File: src/design/bsrf_pkg.sv
// Shared types, constants and a helper function for the bitmap store.
`timescale 1ns / 1ps

package bsrf_pkg;

    // Store geometry.
    localparam int WORD_BITS = 64;
    localparam int NUM_WORDS = 64;
    localparam int WIDX_W    = $clog2(NUM_WORDS);
    localparam int BIDX_W    = $clog2(WORD_BITS);
    localparam int HI_W      = BIDX_W + 1;

    // Field widths.
    localparam int CMD_W  = 2;
    localparam int POS_W  = 12;
    localparam int END_W  = 13;
    localparam int CAP_W  = 7;
    localparam int S_DATA_W = 32;
    localparam int M_DATA_W = 8;

    // Depth of the queue between front and back.
    localparam int QUEUE_DEPTH = 2;
    localparam int QPTR_W      = $clog2(QUEUE_DEPTH);
    localparam int QCNT_W      = $clog2(QUEUE_DEPTH + 1);

    // Command codes on the input stream.
    localparam logic [CMD_W-1:0] CMD_READ  = 2'd0;
    localparam logic [CMD_W-1:0] CMD_SET   = 2'd1;
    localparam logic [CMD_W-1:0] CMD_CLEAR = 2'd2;
    localparam logic [CMD_W-1:0] CMD_FILL  = 2'd3;

    // Work kinds handed from the front to the back.
    typedef enum logic [1:0] {
        OP_NONE,
        OP_READ,
        OP_WRITE
    } bsrf_op_t;

    // One classified command.
    typedef struct packed {
        bsrf_op_t          op;
        logic [WIDX_W-1:0] first_word;
        logic [WIDX_W-1:0] last_word;
        logic [BIDX_W-1:0] lo_bit;
        logic [HI_W-1:0]   hi_bit;
        logic              value;
        logic              oor;
    } bsrf_entry_t;

    // Back-end sequencer states.
    typedef enum logic [1:0] {
        ST_IDLE,
        ST_READ,
        ST_MODIFY,
        ST_RESULT
    } bsrf_state_t;

    // Mask with the lowest n bits set; n of a full word or more gives all ones.
    function automatic logic [WORD_BITS-1:0] low_ones(input logic [HI_W-1:0] n);
        logic [WORD_BITS-1:0] r;
        if (n >= HI_W'(WORD_BITS)) begin
            r = '1;
        end else begin
            r = (WORD_BITS'(1) << n) - WORD_BITS'(1);
        end
        return r;
    endfunction

endpackage

File: src/design/bsrf_back.sv
// Back end: word memory, read-modify-write sequencer and result register.
`timescale 1ns / 1ps

module bsrf_back (
    input  logic                          aclk,
    input  logic                          aresetn,
    input  logic                          head_valid,
    input  bsrf_pkg::bsrf_entry_t         head_entry,
    output logic                          pop_req,
    output logic                          m_tvalid,
    input  logic                          m_tready,
    output logic [bsrf_pkg::M_DATA_W-1:0] m_tdata
);

    bsrf_pkg::bsrf_state_t             state_reg;
    bsrf_pkg::bsrf_state_t             state_next;
    bsrf_pkg::bsrf_entry_t             cmd_reg;
    logic [bsrf_pkg::WIDX_W-1:0]       word_reg;
    logic                              bitv_reg;
    logic [bsrf_pkg::WORD_BITS-1:0]    mem [bsrf_pkg::NUM_WORDS];
    logic [bsrf_pkg::NUM_WORDS-1:0]    vld_reg;
    logic [bsrf_pkg::WORD_BITS-1:0]    rd_data_reg;
    logic                              rd_vld_reg;
    logic [bsrf_pkg::WIDX_W-1:0]       rd_addr;
    logic                              mem_we;
    logic                              load_result;
    logic                              at_last;
    logic [bsrf_pkg::BIDX_W-1:0]       lo_eff;
    logic [bsrf_pkg::HI_W-1:0]         hi_eff;
    logic [bsrf_pkg::WORD_BITS-1:0]    mask;
    logic [bsrf_pkg::WORD_BITS-1:0]    cur_word;
    logic [bsrf_pkg::WORD_BITS-1:0]    new_word;
    logic                              m_tvalid_reg;
    logic [1:0]                        m_bits_reg;

    // Current word and its edge mask.
    always_comb begin
        at_last  = (word_reg == cmd_reg.last_word);
        lo_eff   = (word_reg == cmd_reg.first_word) ? cmd_reg.lo_bit : '0;
        hi_eff   = at_last ? cmd_reg.hi_bit : bsrf_pkg::HI_W'(bsrf_pkg::WORD_BITS);
        mask     = bsrf_pkg::low_ones(hi_eff) & ~bsrf_pkg::low_ones(bsrf_pkg::HI_W'(lo_eff));
        cur_word = rd_vld_reg ? rd_data_reg : '0;
        new_word = cmd_reg.value ? (cur_word | mask) : (cur_word & ~mask);
    end

    // Next state.
    always_comb begin
        state_next = state_reg;
        unique case (state_reg)
            bsrf_pkg::ST_IDLE: begin
                if (head_valid) begin
                    state_next = (head_entry.op == bsrf_pkg::OP_NONE) ?
                                 bsrf_pkg::ST_RESULT : bsrf_pkg::ST_READ;
                end
            end
            bsrf_pkg::ST_READ: begin
                state_next = bsrf_pkg::ST_MODIFY;
            end
            bsrf_pkg::ST_MODIFY: begin
                if (cmd_reg.op != bsrf_pkg::OP_WRITE || at_last) begin
                    state_next = bsrf_pkg::ST_RESULT;
                end
            end
            bsrf_pkg::ST_RESULT: begin
                if (!m_tvalid_reg || m_tready) begin
                    state_next = bsrf_pkg::ST_IDLE;
                end
            end
            default: begin
                state_next = bsrf_pkg::ST_IDLE;
            end
        endcase
    end

    // State outputs. While modifying one word the next word is already read.
    always_comb begin
        pop_req     = 1'b0;
        mem_we      = 1'b0;
        load_result = 1'b0;
        rd_addr     = word_reg;
        unique case (state_reg)
            bsrf_pkg::ST_IDLE: begin
                pop_req = 1'b1;
            end
            bsrf_pkg::ST_READ: begin
                rd_addr = word_reg;
            end
            bsrf_pkg::ST_MODIFY: begin
                rd_addr = word_reg + bsrf_pkg::WIDX_W'(1);
                mem_we  = (cmd_reg.op == bsrf_pkg::OP_WRITE);
            end
            bsrf_pkg::ST_RESULT: begin
                load_result = !m_tvalid_reg || m_tready;
            end
            default: begin
                pop_req = 1'b0;
            end
        endcase
    end

    // Word memory with registered read.
    always_ff @(posedge aclk) begin
        if (mem_we) begin
            mem[word_reg] <= new_word;
        end
        rd_data_reg <= mem[rd_addr];
    end

    // Per-word valid bits stand in for clearing the memory at reset.
    always_ff @(posedge aclk) begin
        if (!aresetn) begin
            vld_reg    <= '0;
            rd_vld_reg <= 1'b0;
        end else begin
            if (mem_we) begin
                vld_reg[word_reg] <= 1'b1;
            end
            rd_vld_reg <= vld_reg[rd_addr];
        end
    end

    // Sequencer registers.
    always_ff @(posedge aclk) begin
        if (!aresetn) begin
            state_reg <= bsrf_pkg::ST_IDLE;
        end else begin
            state_reg <= state_next;
        end
    end

    always_ff @(posedge aclk) begin
        if (state_reg == bsrf_pkg::ST_IDLE && head_valid) begin
            cmd_reg  <= head_entry;
            word_reg <= head_entry.first_word;
            bitv_reg <= 1'b0;
        end else if (state_reg == bsrf_pkg::ST_MODIFY) begin
            word_reg <= word_reg + bsrf_pkg::WIDX_W'(1);
            if (cmd_reg.op == bsrf_pkg::OP_READ) begin
                bitv_reg <= cur_word[cmd_reg.lo_bit];
            end
        end
    end

    // Result register.
    always_ff @(posedge aclk) begin
        if (!aresetn) begin
            m_tvalid_reg <= 1'b0;
        end else if (load_result) begin
            m_tvalid_reg <= 1'b1;
        end else if (m_tready) begin
            m_tvalid_reg <= 1'b0;
        end
    end

    always_ff @(posedge aclk) begin
        if (load_result) begin
            m_bits_reg <= {cmd_reg.oor, bitv_reg};
        end
    end

    assign m_tvalid = m_tvalid_reg;
    assign m_tdata  = {(bsrf_pkg::M_DATA_W - 2)'(0), m_bits_reg};

    // Memory is written only while a write command walks its words.
    a_we_in_write: assert property (@(posedge aclk) disable iff (!aresetn)
        mem_we |-> (state_reg == bsrf_pkg::ST_MODIFY && cmd_reg.op == bsrf_pkg::OP_WRITE))
        else $error("memory write outside a write command");

    // The word walk never passes the last word of the range.
    a_word_bound: assert property (@(posedge aclk) disable iff (!aresetn)
        (state_reg == bsrf_pkg::ST_MODIFY) |-> (word_reg <= cmd_reg.last_word))
        else $error("word walk passed the range end");

    // A rejected command never reports a set bit.
    a_oor_bit: assert property (@(posedge aclk) disable iff (!aresetn)
        load_result |-> !(cmd_reg.oor && bitv_reg))
        else $error("out of range result carries a bit value");

    // A result is loaded only when the result register can take it.
    a_no_overwrite: assert property (@(posedge aclk) disable iff (!aresetn)
        load_result |-> (!m_tvalid_reg || m_tready))
        else $error("result register overwritten");

endmodule

File: config.mk
export PLATFORM = sky130hd
export DESIGN_NAME = bsrf_back
export DESIGN_NICKNAME = d
export VERILOG_FILES = /design/src/design/bsrf_pkg.sv /design/src/design/bsrf_back.sv
export SDC_FILE = /design/constraint.sdc
export NUM_CORES = 2
export LEC_CHECK = 0
export BUFFER_PORTS_ARGS = -buffer_cell sky130_fd_sc_hd__buf_4
export CORE_MARGIN = 5
export CORE_UTILIZATION = 40
export CTS_BUF_LIST = sky130_fd_sc_hd__clkbuf_16
export CTS_CLUSTER_DIAMETER = 30
export DETAILED_ROUTE_END_ITERATION = 12
export PLACE_DENSITY = 0.52
export REMOVE_ABC_BUFFERS = 1
export SKIP_LAST_GASP = 1
export SLEW_MARGIN = 20
export SYNTH_ARGS = -nofsm -noshare
export SYNTH_HDL_FRONTEND = slang
export SYNTH_SLANG_ARGS = --single-unit
File: constraint.sdc
create_clock -name aclk -period 10.4 [get_ports aclk]
set_input_delay 1.04 -clock aclk [delete_from_list [all_inputs] [get_ports aclk]]
set_output_delay 1.04 -clock aclk [all_outputs]
set_load 0.05 [all_outputs]
==> out/qor.yml <==
die:
  fp.dieW_um: 653
  core-area_sq_um: 413000
  die_area_sq_um: 427000
  rows: 236
  num_io_pins: 43
  fp.dieH_um: 653
  initial_utilization: 0.401
global_routing:
  antenna_found_initial: 25
  grt_pass1_wl_mm: 722
  grt_use_total: 0.245
  grt_max_degree: 139
  grt_pass1_vias: 86342
  grt_overflow_total: 0
routing:
  vias: 84365
  ant_nets: 0
  drc: 0
  drt_first_pass_iters: 5
  route.detailed.wl_per_inst_um: 37.3
  routed_wl_mm: 527
  via_per_inst: 5.97
  drt_iter0_drc: 10502
synth:
  synthTopCellsByArea: "edfxtp_1 (75%), mux4_2 (19%), dfxtp_1 (1.7%)"
  async_flop_share: 0
  synth_seq_cells: 4266
  synth-edff-count: 4127
  netlist_instances: 7118
  synth_largest_area_cell: "edfxtp_1"
  yosysWarnings: 0
  post-synth-top-area-fraction: 0.749
  yosysMostFrequentCell: "edfxtp_1"
  ys.flop_type: "edfxtp_1"
  syn_area_sq_um: 166000
  avgSynthCellArea_sq_um: 23.3
  synthTopCellsByCount: "edfxtp_1 (4,127), mux4_2 (1,385), nor2_1 (289)"
  ys_seq_area_frac: 0.766
  ys_types: 81
critical_path:
  crit_path_end_kind: "register"
  cp_slowest_cell: "a211oi_1"
  critPathKind: "register to register"
  path_buf_inv: 2
  slowest_delay_ns: 0.86
  cp_max_fo: 64
  cp_top_family: "compound AO/OA/AOI/OAI gates"
  start_kind: "register"
  path_cells: "xnor2_1 -> nand4_1 -> buf_4 -> nor3_1 -> o21ai_0 -> ha_1 -> o31ai_1 -> a211o_1 -> nor2_1 -> nor4b_1 -> a211oi_1 -> mux2i_4 -> buf_4"
  cp_data_arrival_time_ns: 6.61
  cpMostUsedCell: "buf_4"
  cp.required_ns: 11.12
timing:
  final.setup_skew_ns: 0.0925
  tightestPinTransition_ns: 1.18
  fmax_ghz: 0.170
  fin_ws_ns: 4.52
  rsz0062_at_grt: "false"
  tns_ns: 0
  maxSlewViolCount: 0
  finalSetupViolCount: 0
  final.min_clock_period_ns: 5.88
  slew_headroom: 0.208
  hold_slack_ns: 0.178
  hold_viol: 0
  fin_crit_sh: 0.566
clock_tree:
  h-tree-depth: 6
  clockBufferDepth: 4
  post_cts_buffers: 0
  clk_latency_ns: 1.09
  cts_hold_buffers: 0
  clock-sinks: 4266
  cts.clk_slew.worst_paths_ns: 0.05
  cts-root-buf: "clkbuf_16"
  post_cts_resized: 0
  cts_buffers: 845
  cts_tree: "built"
finish:
  area_growth_pct: 23.5
  largest_register_ffs: 4096
  fin_util: 0.495
  finalNetCount: 7946
  drive_gt1_frac: 0.374
  finish.instance_area_sq_um: 204000
  fin_cells: 14130
power_and_ir_drop:
  power.net_switching_mw: 19.7
  p_int_mw: 47.9
  total_power_mw: 67.6
  p_clk_frac: 0.404
  ir_worst_vdd_v: 0.000431
  swShare: 0.292
  power_leakage_nw: 65.4
  p_seq_frac: 0.309
  share_comb_of_total_power: 0.287
  power_density_nw_per_um2: 331
placed_design:
  hpwl_mm: 275
  detailedPlace.worstSlack_ns: 4.71
  placedCellCount: 12533
  place_area_sq_um: 175000
  gp_congestion: 0.958
  io_buffer_count: 36
run:
  drv_cap: 0
status:
  status: "finished clean"
worst_hold_path:
  hold_path_class: "input port to register"
## cell type report
cell class / instances / area, sq um
Inverter: 11 / 46.3
Antenna cell: 10 / 25.0
Clock inverter: 735 / 8180
Sequential cell: 4266 / 127000
Clock buffer: 851 / 21300
Fill cell: 32822 / 208000
Tap cell: 5474 / 6850
Multi-Input combinational cell: 2433 / 38400
Timing Repair Buffer: 350 / 3000
## path summary, 6_finish.rpt
path | cells after the start | slack (ns) | to | start
worst max-delay path | 13 | 4.52 | mem[6][40]$_DFFE_PP_ | word_reg[3]$_DFF_P_
worst min-delay path | 1 | 0.18 | cmd_reg[20]$_DFFE_PP_ | head_entry[20]
worst max register to register | 13 | 4.52 | mem[6][40]$_DFFE_PP_ | word_reg[3]$_DFF_P_
worst min register to register | 0 | 0.44 | m_bits_reg[1]$_DFFE_PP_ | cmd_reg[0]$_DFFE_PP_
## cells by family after synthesis
| family | Yosys count | synth area share |
|---|---|---|
| DFF | 4266 | 0.766 |
| muxes | 1438 | 0.192 |
| adders and majority gates | 7 | 0.000514 |
| AOI/OAI and AO/OA | 285 | 0.0113 |
| other | 1 | 0.0000227 |
| xor gates and xnor gates | 42 | 0.00222 |
| and+or+nand+nor | 655 | 0.0179 |
| buffers and inverters | 424 | 0.0107 |
## power groups by stage
| stage | combinational (mW) | clock [mW] | sequential [mW] |
|---|---|---|---|
| finish | 19.4 | 27.3 | 20.9 |
| detailed placement | 19.7 | 0 | 21.2 |
| floorplan | 14.0 | 0 | 21.0 |
| global route | 20.6 | 28.6 | 20.9 |
| global placement | 19.6 | 0 | 21.2 |
| CTS | 19.8 | 27.7 | 20.9 |
## worst reg2reg max path: cells and delay by family (launching register included)
family / cells / cell delay [ns]
xor gates and xnor gates: 1 / 0.22
DFF: 1 / 0.68
and+or+nand+nor: 4 / 1.29
AOI/OAI and AO/OA: 4 / 1.82
adders and majority gates: 1 / 0.36
buffers and inverters: 2 / 0.75
muxes: 1 / 0.39
## layout by cell type (no fill, tap or decap), types with 34 or more instances in the layout
| cell type | n |
|---|---|
| clkbuf_16 | 851 |
| nor3_1 | 41 |
| clkinvlp_4 | 93 |
| nor2_1 | 225 |
| inv_1 | 121 |
| nand3_1 | 46 |
| mux2i_4 | 36 |
| clkinv_2 | 123 |
| clkinv_4 | 47 |
| inv_6 | 42 |
| bufinv_16 | 124 |
| nor2_4 | 64 |
| nand2_1 | 149 |
| clkinv_16 | 34 |
| o21ai_0 | 62 |
| a21oi_1 | 61 |
| edfxtp_1 | 4127 |
| buf_4 | 323 |
| clkinv_1 | 131 |
| mux4_2 | 1385 |
| dfxtp_1 | 138 |
## layer usage
layer | up-vias | wire length [um] | GRT usage
li1 | 32595 | - | -
met1 | 47076 | 215000 | 0.338
met2 | 3829 | 257000 | 0.398
met3 | 863 | 36700 | 0.0421
met4 | 2 | 18900 | 0.0830
met5 | - | 13 | 0
Note: power is estimated with default switching activity, not from simulation.
