<file path="config.mk">
export PLATFORM = sky130hd
export DESIGN_NAME = bsrf_front
export DESIGN_NICKNAME = d
export VERILOG_FILES = /design/src/design/bsrf_pkg.sv /design/src/design/bsrf_front.sv
export SDC_FILE = /design/constraint.sdc
export NUM_CORES = 1
export LEC_CHECK = 0
export BUFFER_PORTS_ARGS = -buffer_cell sky130_fd_sc_hd__buf_2
export CORE_UTILIZATION = 30
export DETAILED_ROUTE_END_ITERATION = 7
export GPL_TIMING_DRIVEN = 0
export PLACE_DENSITY_LB_ADDON = 0.2
export SLEW_MARGIN = 5
export SYNTH_ARGS = -nofsm -noshare
export SYNTH_HDL_FRONTEND = slang
export SYNTH_SLANG_ARGS = --single-unit
export TNS_END_PERCENT = 1
</file>
<file path="constraint.sdc">
create_clock -name aclk -period 2.5 [get_ports aclk]
set_input_delay 0.5 -clock aclk [delete_from_list [all_inputs] [get_ports aclk]]
set_output_delay 0.5 -clock aclk [all_outputs]
set_load 0.1 [all_outputs]
</file>
<file path="src/design/bsrf_pkg.sv">
// Shared types, constants and a helper function for the bitmap store.
`timescale 1ns / 1ps

package bsrf_pkg;

    // Store geometry.
    localparam int WORD_BITS = 64;
    localparam int NUM_WORDS = 64;
    localparam int WIDX_W    = $clog2(NUM_WORDS);
    localparam int BIDX_W    = $clog2(WORD_BITS);
    localparam int HI_W      = BIDX_W + 1;

    // Field widths.
    localparam int CMD_W  = 2;
    localparam int POS_W  = 12;
    localparam int END_W  = 13;
    localparam int CAP_W  = 7;
    localparam int S_DATA_W = 32;
    localparam int M_DATA_W = 8;

    // Depth of the queue between front and back.
    localparam int QUEUE_DEPTH = 2;
    localparam int QPTR_W      = $clog2(QUEUE_DEPTH);
    localparam int QCNT_W      = $clog2(QUEUE_DEPTH + 1);

    // Command codes on the input stream.
    localparam logic [CMD_W-1:0] CMD_READ  = 2'd0;
    localparam logic [CMD_W-1:0] CMD_SET   = 2'd1;
    localparam logic [CMD_W-1:0] CMD_CLEAR = 2'd2;
    localparam logic [CMD_W-1:0] CMD_FILL  = 2'd3;

    // Work kinds handed from the front to the back.
    typedef enum logic [1:0] {
        OP_NONE,
        OP_READ,
        OP_WRITE
    } bsrf_op_t;

    // One classified command.
    typedef struct packed {
        bsrf_op_t          op;
        logic [WIDX_W-1:0] first_word;
        logic [WIDX_W-1:0] last_word;
        logic [BIDX_W-1:0] lo_bit;
        logic [HI_W-1:0]   hi_bit;
        logic              value;
        logic              oor;
    } bsrf_entry_t;

    // Back-end sequencer states.
    typedef enum logic [1:0] {
        ST_IDLE,
        ST_READ,
        ST_MODIFY,
        ST_RESULT
    } bsrf_state_t;

    // Mask with the lowest n bits set; n of a full word or more gives all ones.
    function automatic logic [WORD_BITS-1:0] low_ones(input logic [HI_W-1:0] n);
        logic [WORD_BITS-1:0] r;
        if (n >= HI_W'(WORD_BITS)) begin
            r = '1;
        end else begin
            r = (WORD_BITS'(1) << n) - WORD_BITS'(1);
        end
        return r;
    endfunction

endpackage

</file>
<file path="src/design/bsrf_front.sv">
// Front end: holds the capacity register and classifies each incoming command.
`timescale 1ns / 1ps

module bsrf_front (
    input  logic                                aclk,
    input  logic                                aresetn,
    input  logic                                cfg_wr_en,
    input  logic [bsrf_pkg::CAP_W-1:0]          cfg_wr_data,
    input  logic                                s_tvalid,
    output logic                                s_tready,
    input  logic [bsrf_pkg::S_DATA_W-1:0]       s_tdata,
    output logic                                push_valid,
    input  logic                                push_ready,
    output bsrf_pkg::bsrf_entry_t               push_entry
);

    logic [bsrf_pkg::CAP_W-1:0]  cap_reg;
    logic [bsrf_pkg::CAP_W-1:0]  cap_sat;
    logic [bsrf_pkg::END_W-1:0]  cap_bits;
    logic [bsrf_pkg::CMD_W-1:0]  cmd;
    logic [bsrf_pkg::POS_W-1:0]  pos;
    logic [bsrf_pkg::END_W-1:0]  pos_x;
    logic [bsrf_pkg::END_W-1:0]  range_end;
    logic [bsrf_pkg::END_W-1:0]  end_m1;
    logic                        fill_value;
    logic [bsrf_pkg::WIDX_W-1:0] pos_word;
    logic [bsrf_pkg::BIDX_W-1:0] pos_bit;
    bsrf_pkg::bsrf_entry_t       entry;

    // Capacity register. It is to be written only while the block is idle; the block itself does not enforce this.
    always_ff @(posedge aclk) begin
        if (!aresetn) begin
            cap_reg <= '0;
        end else if (cfg_wr_en) begin
            cap_reg <= cfg_wr_data;
        end
    end

    // Unpack the beat and work out the usable bit count.
    always_comb begin
        cmd        = s_tdata[bsrf_pkg::CMD_W-1:0];
        pos        = s_tdata[bsrf_pkg::CMD_W +: bsrf_pkg::POS_W];
        range_end  = s_tdata[bsrf_pkg::CMD_W + bsrf_pkg::POS_W +: bsrf_pkg::END_W];
        fill_value = s_tdata[bsrf_pkg::CMD_W + bsrf_pkg::POS_W + bsrf_pkg::END_W];
        pos_x      = bsrf_pkg::END_W'(pos);
        pos_word   = pos[bsrf_pkg::BIDX_W +: bsrf_pkg::WIDX_W];
        pos_bit    = pos[bsrf_pkg::BIDX_W-1:0];
        end_m1     = range_end - bsrf_pkg::END_W'(1);
        cap_sat    = (cap_reg > bsrf_pkg::CAP_W'(bsrf_pkg::NUM_WORDS)) ?
                     bsrf_pkg::CAP_W'(bsrf_pkg::NUM_WORDS) : cap_reg;
        cap_bits   = bsrf_pkg::END_W'(cap_sat) << bsrf_pkg::BIDX_W;
    end

    // Classify the command into a work entry for the back end.
    always_comb begin
        entry.op         = bsrf_pkg::OP_NONE;
        entry.first_word = pos_word;
        entry.last_word  = pos_word;
        entry.lo_bit     = pos_bit;
        entry.hi_bit     = bsrf_pkg::HI_W'(pos_bit) + bsrf_pkg::HI_W'(1);
        entry.value      = 1'b0;
        entry.oor        = 1'b0;
        unique case (cmd)
            bsrf_pkg::CMD_READ: begin
                if (pos_x >= cap_bits) begin
                    entry.oor = 1'b1;
                end else begin
                    entry.op = bsrf_pkg::OP_READ;
                end
            end
            bsrf_pkg::CMD_SET, bsrf_pkg::CMD_CLEAR: begin
                entry.value = (cmd == bsrf_pkg::CMD_SET);
                if (pos_x >= cap_bits) begin
                    entry.oor = 1'b1;
                end else begin
                    entry.op = bsrf_pkg::OP_WRITE;
                end
            end
            bsrf_pkg::CMD_FILL: begin
                entry.value     = fill_value;
                entry.last_word = end_m1[bsrf_pkg::BIDX_W +: bsrf_pkg::WIDX_W];
                entry.hi_bit    = bsrf_pkg::HI_W'(end_m1[bsrf_pkg::BIDX_W-1:0]) +
                                  bsrf_pkg::HI_W'(1);
                if (range_end < pos_x || range_end > cap_bits) begin
                    entry.oor = 1'b1;
                end else if (range_end != pos_x) begin
                    entry.op = bsrf_pkg::OP_WRITE;
                end
            end
            default: begin
                entry.op = bsrf_pkg::OP_NONE;
            end
        endcase
    end

    assign s_tready   = push_ready;
    assign push_valid = s_tvalid;
    assign push_entry = entry;

endmodule

</file>
==> out/summary.txt, run 1 <==
FP Rows: 25
Worst Setup End Kind: output port
Largest register FFs: 7
final total power: 1050 uW
RSZ-0062 raised after global routing: yes
Sink Count: 7
startpoint types: primary input
fin util: 54.6%
WP buf/inv: 2
via-per-instance ratio: 4.64
crit path cell chain: buf_2 > ha_1 > nor2b_1 > o21ai_1 > a21boi_2 > o32a_1 > a32o_2 > buf_12
gr ovfl total: 0
Initial Utilization: 31.3%
failing checks: negative setup slack
number of remaining DRC errors: 0
Tightest Hold Check Type: flop to flop
area of the multi-input gates: 1520 um^2
DRT iter0 DRCs: 40
number of diodes: 0
met3 Track Usage GR: 1.11%
#FFs+latches synth: 7
Port Buf Inserts: 67
Setup Viol. Count Final: 6
DP Worst Slack: -742 ps
Most Crowded Layer GR: met2
Max Cap Violations: 0
routability cong.: 0.803
clk buf depth: 2
post-route ant nets: 0
Final min period: 2650 ps
met2 usage: 25.4%
fill count: 448
Synth Cell Area: 1480 um^2
Die X: 72.2 um
register area share after synthesis: 9.49%
commonest non-fill, non-tap cell in the layout: buf_2
share of cells above drive strength 1: 56.1%
average wire per standard cell: 11.9 um
LEAKAGE: 0.00114 uW
Yosys warnings: 0
clk_lat worst skew: 220 ps
Worst-Margin Slew: 493 ps
Storage cell area: 141 um^2
P per Cell Area: 409 nW/um^2
final hold vios: 0
Die Ht: 72.2 um
Post-Route WL: 4030 um
most frequent cells in the layout: buf_2, buf_4, ha_1
Area growth, synth to finish: 74.8%
final cycle utilization of the critical path: 106%
antenna violations before repair: 0
drt pass-1 iters: 4
hold slack: 524 ps
Max-slew headroom: 67.4%
syn nets: 268
nets@finish: 346
total track usage: 15.5%
syn_area_per_cell: 7.61 um^2
top cells by area, synth: ha_1, dfxtp_1, buf_4
via count: 1,569
TritonCTS clock tree: done
CTS H-tree depth: 1
max incr delay on CP: 400 ps
Max IR drop VDD: 269 uV
WP data arrival: 2150 ps
Top delay family on crit path: compound AO/OA/AOI/OAI gates
die area: 5210 um^2
Gate Count Post-Synth: 194
clock-pin transition on the worst setup and hold timing paths: 40 ps
status: complete, but fails checks
slowest CP cell: o32a_1
I/O Pins: 75
CP Class: primary input to output port
Post-DP HPWL: 3260 um
fmax: 0.378 GHz
first-pass GRT wire length: 6510 um
largest net degree at the start of global routing: 11
area leader, netlist: ha_1
Final Max Slew Viols: 0
count of hold-fix buffers inserted at cts: 0
GR Layer Usage met1: 22.4%
Core Region: 4720 um^2
Worst Path Max Fanout: 4
synth unique cells: 38
share of the synthesized area in the top cell type: 25.4%
vias in the first global route: 1,436
cts bufs inserted: 3
Setup WS post-layout: -146 ps
Final Skew: 0 ps
Root Buffer: clkbuf_8
CP required: 2000 ps
==> stage by stage <==
| step | cells | setup TNS (ps) | cell area [um^2] |
|---|---|---|---|
| global placement | 328 | -6750 | 2030 |
| detailed placement | 328 | -6750 | 2030 |
| finish | 338 | -312 | 2580 |
| CTS | 338 | -288 | 2490 |
| global route | 338 | -968 | 2580 |
| floorplan | 194 | -5010 | 1610 |
==> worst reg2reg max path: stages (launching register included) <==
cell	delay (ps)
dfxtp_2	340
mux2i_1	120
nor2b_1	50
==> synth_stat cells <==
cell,number
nand4b_1,1
and4b_1,1
buf_1,1
nor2_1,12
a21boi_0,1
nand2_1,11
nor3b_1,2
and3_1,2
nor4_2,1
nand4_1,5
dfxtp_1,7
a21o_1,1
nand3_1,3
xnor2_1,11
nor4_1,2
or3_4,1
inv_1,20
a21oi_2,1
a32o_1,1
nor3_2,1
a21oi_1,18
buf_4,14
nand3b_1,2
a31oi_1,1
a211o_1,1
nor3_1,8
and2_1,1
buf_2,2
ha_1,30
a211oi_1,2
o32a_1,1
o21ai_0,5
nor2b_1,9
or3_1,1
clkbuf_1,1
and4bb_1,1
xor2_1,3
mux2i_1,9
==> cell families (layout without fill, tap and decap cells) <==
| kind of cell | after synthesis | in the layout | share of synthesized area [%] |
|---|---|---|---|
| compound gates | 32 | 32 | 12.8 |
| buf+inv | 38 | 115 | 13.4 |
| fa+ha+maj | 30 | 30 | 25.4 |
| xor+xnor | 14 | 14 | 8.31 |
| simple gates | 64 | 64 | 24.5 |
| flops | 7 | 7 | 9.49 |
| mux | 9 | 9 | 6.10 |
==> where the power goes <==
| part | leakage, uW | internal, uW | switching (uW) | total, uW |
|---|---|---|---|---|
| Clock | 0.0000228 | 110 | 45.3 | 155 |
| Sequential | 0.0000582 | 119 | 5.20 | 124 |
| Combinational | 0.00106 | 269 | 506 | 775 |
| Total | 0.00114 | 498 | 556 | 1050 |
==> area by class of cell <==
class                      instances  share of cell area, %
timing repair buffer              73                   22.3
multi-input combinational        149                   58.9
sequential                         7                   5.48
inverter                          20                   3.10
clock buffer                       4                   1.75
tap                               67                   3.25
buffer                            18                   5.24
==> layer usage <==
layer / vias up / part of all wire [%]
met5: - / 0
li1: 821 / -
met1: 717 / 47
met3: 0 / 2.9
met2: 31 / 50
met4: 0 / 0
==> repair_timing <==
| item | in CTS | in global routing |
|---|---|---|
| setup endpoints to repair | 15 | 15 |
| pin swaps | 22 | 4 |
| setup buffers | 6 | 0 |
| gates resized for setup | 93 | 19 |
==> final timing paths <==
kind	to	depth (start not counted)	startpoint	slack, ps
hold reg to reg	cap_reg[1]	2	cap_reg[1]	520
setup / recovery	push_entry[28]	8	s_tdata[15]	-150
hold / removal	cap_reg[1]	2	cap_reg[1]	520
setup reg to reg	cap_reg[6]	2	cap_reg[6]	1870
Note: power is estimated with default switching activity, not from simulation.
==> run 2, diff against run 1 <==
- CORE_MARGIN: default -> 3
==> run 2 against run 1 <==
Compared with the run above: the flow still finishes with violations (negative setup slack); design area hardly changed; first-iteration DRC count up 20%; register-to-register slack hardly changed; clock power hardly changed; wire length is 11% higher; sequential share of layout area is essentially flat; hold slack lost 6.9 ps; combinational power hardly changed; critical path depth is 1 higher; flip-flop and latch count unchanged; global-route usage shrank 0.12 points; clock skew unchanged.
==> out/summary.txt, run 2 (synthesis gave the netlist of run 1 again) <==
Sw Share: 53.1% (+0.34 points)
RSZ-0062 raised after global routing: yes
FP Rows: 24 (-4.0%)
Setup Viol. Count Final: 5 (-1)
Post-Route WL: 4480 um (+11%)
routability cong.: 0.817 (+1.7%)
Max IR drop VDD: 358 uV (+33%)
combinational share of power: 73.5% (about the same)
Die X: 76.2 um (+5.5%)
share of cells above drive strength 1: 54.9% (-1.1 points)
cts bufs inserted: 3 (unchanged)
Final min period: 2670 ps (+25.5 ps)
die area: 5800 um^2 (+11%)
largest net degree at the start of global routing: 11 (unchanged)
design area: 2580 um^2 (about the same)
R2R setup slack: 1860 ps (about the same)
Area growth, synth to finish: 75.0% (about the same)
WP data arrival: 2170 ps (+20 ps)
average wire per standard cell: 13.2 um (+11%)
Tightest Hold Check Type: flop to flop
fin cells: 338 (unchanged)
Die Ht: 76.2 um (+5.5%)
CTS H-tree depth: 1 (unchanged)
Final Skew: 0 ps (unchanged)
Core Region: 4560 um^2 (-3.4%)
fmax: 0.374 GHz (-0.96%)
Max-slew headroom: 67.4% (about the same)
I/O Pins: 75 (unchanged)
commonest non-fill, non-tap cell in the layout: buf_2
vias in the first global route: 1,685 (+17%)
Setup WS post-layout: -171 ps (-25.5 ps)
startpoint types: primary input
TritonCTS clock tree: done
Root Buffer: clkbuf_8
post-route ant nets: 0 (unchanged)
placed instance count: 326 (-0.61%)
via-per-instance ratio: 4.76 (+2.5%)
final hold vios: 0 (unchanged)
Sink Count: 7 (unchanged)
LEAKAGE: 0.00115 uW (+0.45%)
first-pass GRT wire length: 7530 um (+16%)
Power Internal: 497 uW (-0.24%)
DP Worst Slack: -718 ps (+23.7 ps)
Initial Utilization: 32.3% (+1.1 points)
Largest register FFs: 7 (unchanged)
total track usage: 15.4% (-0.12 points)
final cycle utilization of the critical path: 107% (+1.0 points)
Port Buf Inserts: 67 (unchanged)
hold slack: 517 ps (-6.86 ps)
clock share of power: 14.8% (about the same)
number of diodes: 0 (unchanged)
antenna violations before repair: 0 (unchanged)
Switch Pwr: 562 uW (+1.1%)
CP Class: primary input to output port
via count: 1,608 (+2.5%)
drt pass-1 iters: 4 (unchanged)
clk buf depth: 2 (unchanged)
most frequent cells in the layout: buf_2, buf_4, ha_1
DRT iter0 DRCs: 48 (+20%)
Post-DP HPWL: 3460 um (+6.1%)
nets@finish: 348 (+0.58%)
status: complete, but fails checks
gr ovfl total: 0 (unchanged)
Max Cap Violations: 0 (unchanged)
Worst-Margin Slew: 489 ps (-4.21 ps)
Worst Setup End Kind: output port
placed inst area: 2020 um^2 (-0.12%)
CP required: 2000 ps (about the same)
number of remaining DRC errors: 0 (unchanged)
Worst Path Max Fanout: 3 (-1)
Final Max Slew Viols: 0 (unchanged)
clock-pin transition on the worst setup and hold timing paths: 40 ps (about the same)
power share of the sequential group: 11.8% (about the same)
P per Cell Area: 410 nW/um^2 (+0.38%)
failing checks: negative setup slack
clk_lat worst skew: 220 ps (about the same)
run 2: cell count changes in the layout (fill, tap and decap cells not counted), sizes merged:
cell    change
buf         +4
clkbuf      -2
run 2: repair_timing:
action,CTS,global route
pin swaps,23,5
resized for setup,91,20
endpoints found under the setup margin,15,13
setup buffers,8,0
hold buffers,0,0
cloned,0,0
run 2: path summary, 6_finish.rpt:
check / from / endpoint / depth (start not counted)
max: s_tdata[13] / push_entry[28] / 9
min: cap_reg[1] / cap_reg[1] / 2
max reg2reg: cap_reg[6] / cap_reg[6] / 2
min reg2reg: cap_reg[1] / cap_reg[1] / 2
run 2: power groups by stage:
stage          Sequential, uW  Combinational, uW  Clock, uW
4_1_cts                   125                753        162
2_1_floorplan             124                516          0
6_report                  125                778        157
5_1_grt                   126                824        170
3_3_place_gp              125                628          0
3_5_place_dp              125                633          0
run 2: routing by layer:
| metal | track usage (%) | up-vias | part of all wire [%] |
|---|---|---|---|
| met3 | 2.01 | 4 | 4.5 |
| li1 | - | 828 | - |
| met2 | 28.0 | 43 | 50 |
| met1 | 18.9 | 733 | 45 |
| met4 | 3.99 | 0 | 0.96 |
| met5 | 0 | - | 0 |
run 2: metrics by stage:
stage	TNS (ps)	total power [uW]	utilization, %
after floorplan	-5010	639	-
after global placement	-6800	753	44.3
after detailed placement	-6940	758	44.3
after CTS	-374	1040	55.0
after global routing	-1080	1120	56.6
final	-369	1060	56.6
run 2: layout make-up:
cell class | count | area [um^2]
multi-input combinational | 149 | 1510
inverter | 20 | 87.6
buffer | 18 | 135
tap | 65 | 81.3
sequential | 7 | 141
timing repair buffer | 75 | 582
fill | 444 | 1980
clock buffer | 4 | 45.0
run 2: worst max-delay path, cell delays in order:
cell and delay (ps):
buf_12 100, inv_6 40, ha_4 190, a211o_1 250, a31oi_1 170, o21ai_1 100, o32a_1 360, a32o_2 280
buf_12 170
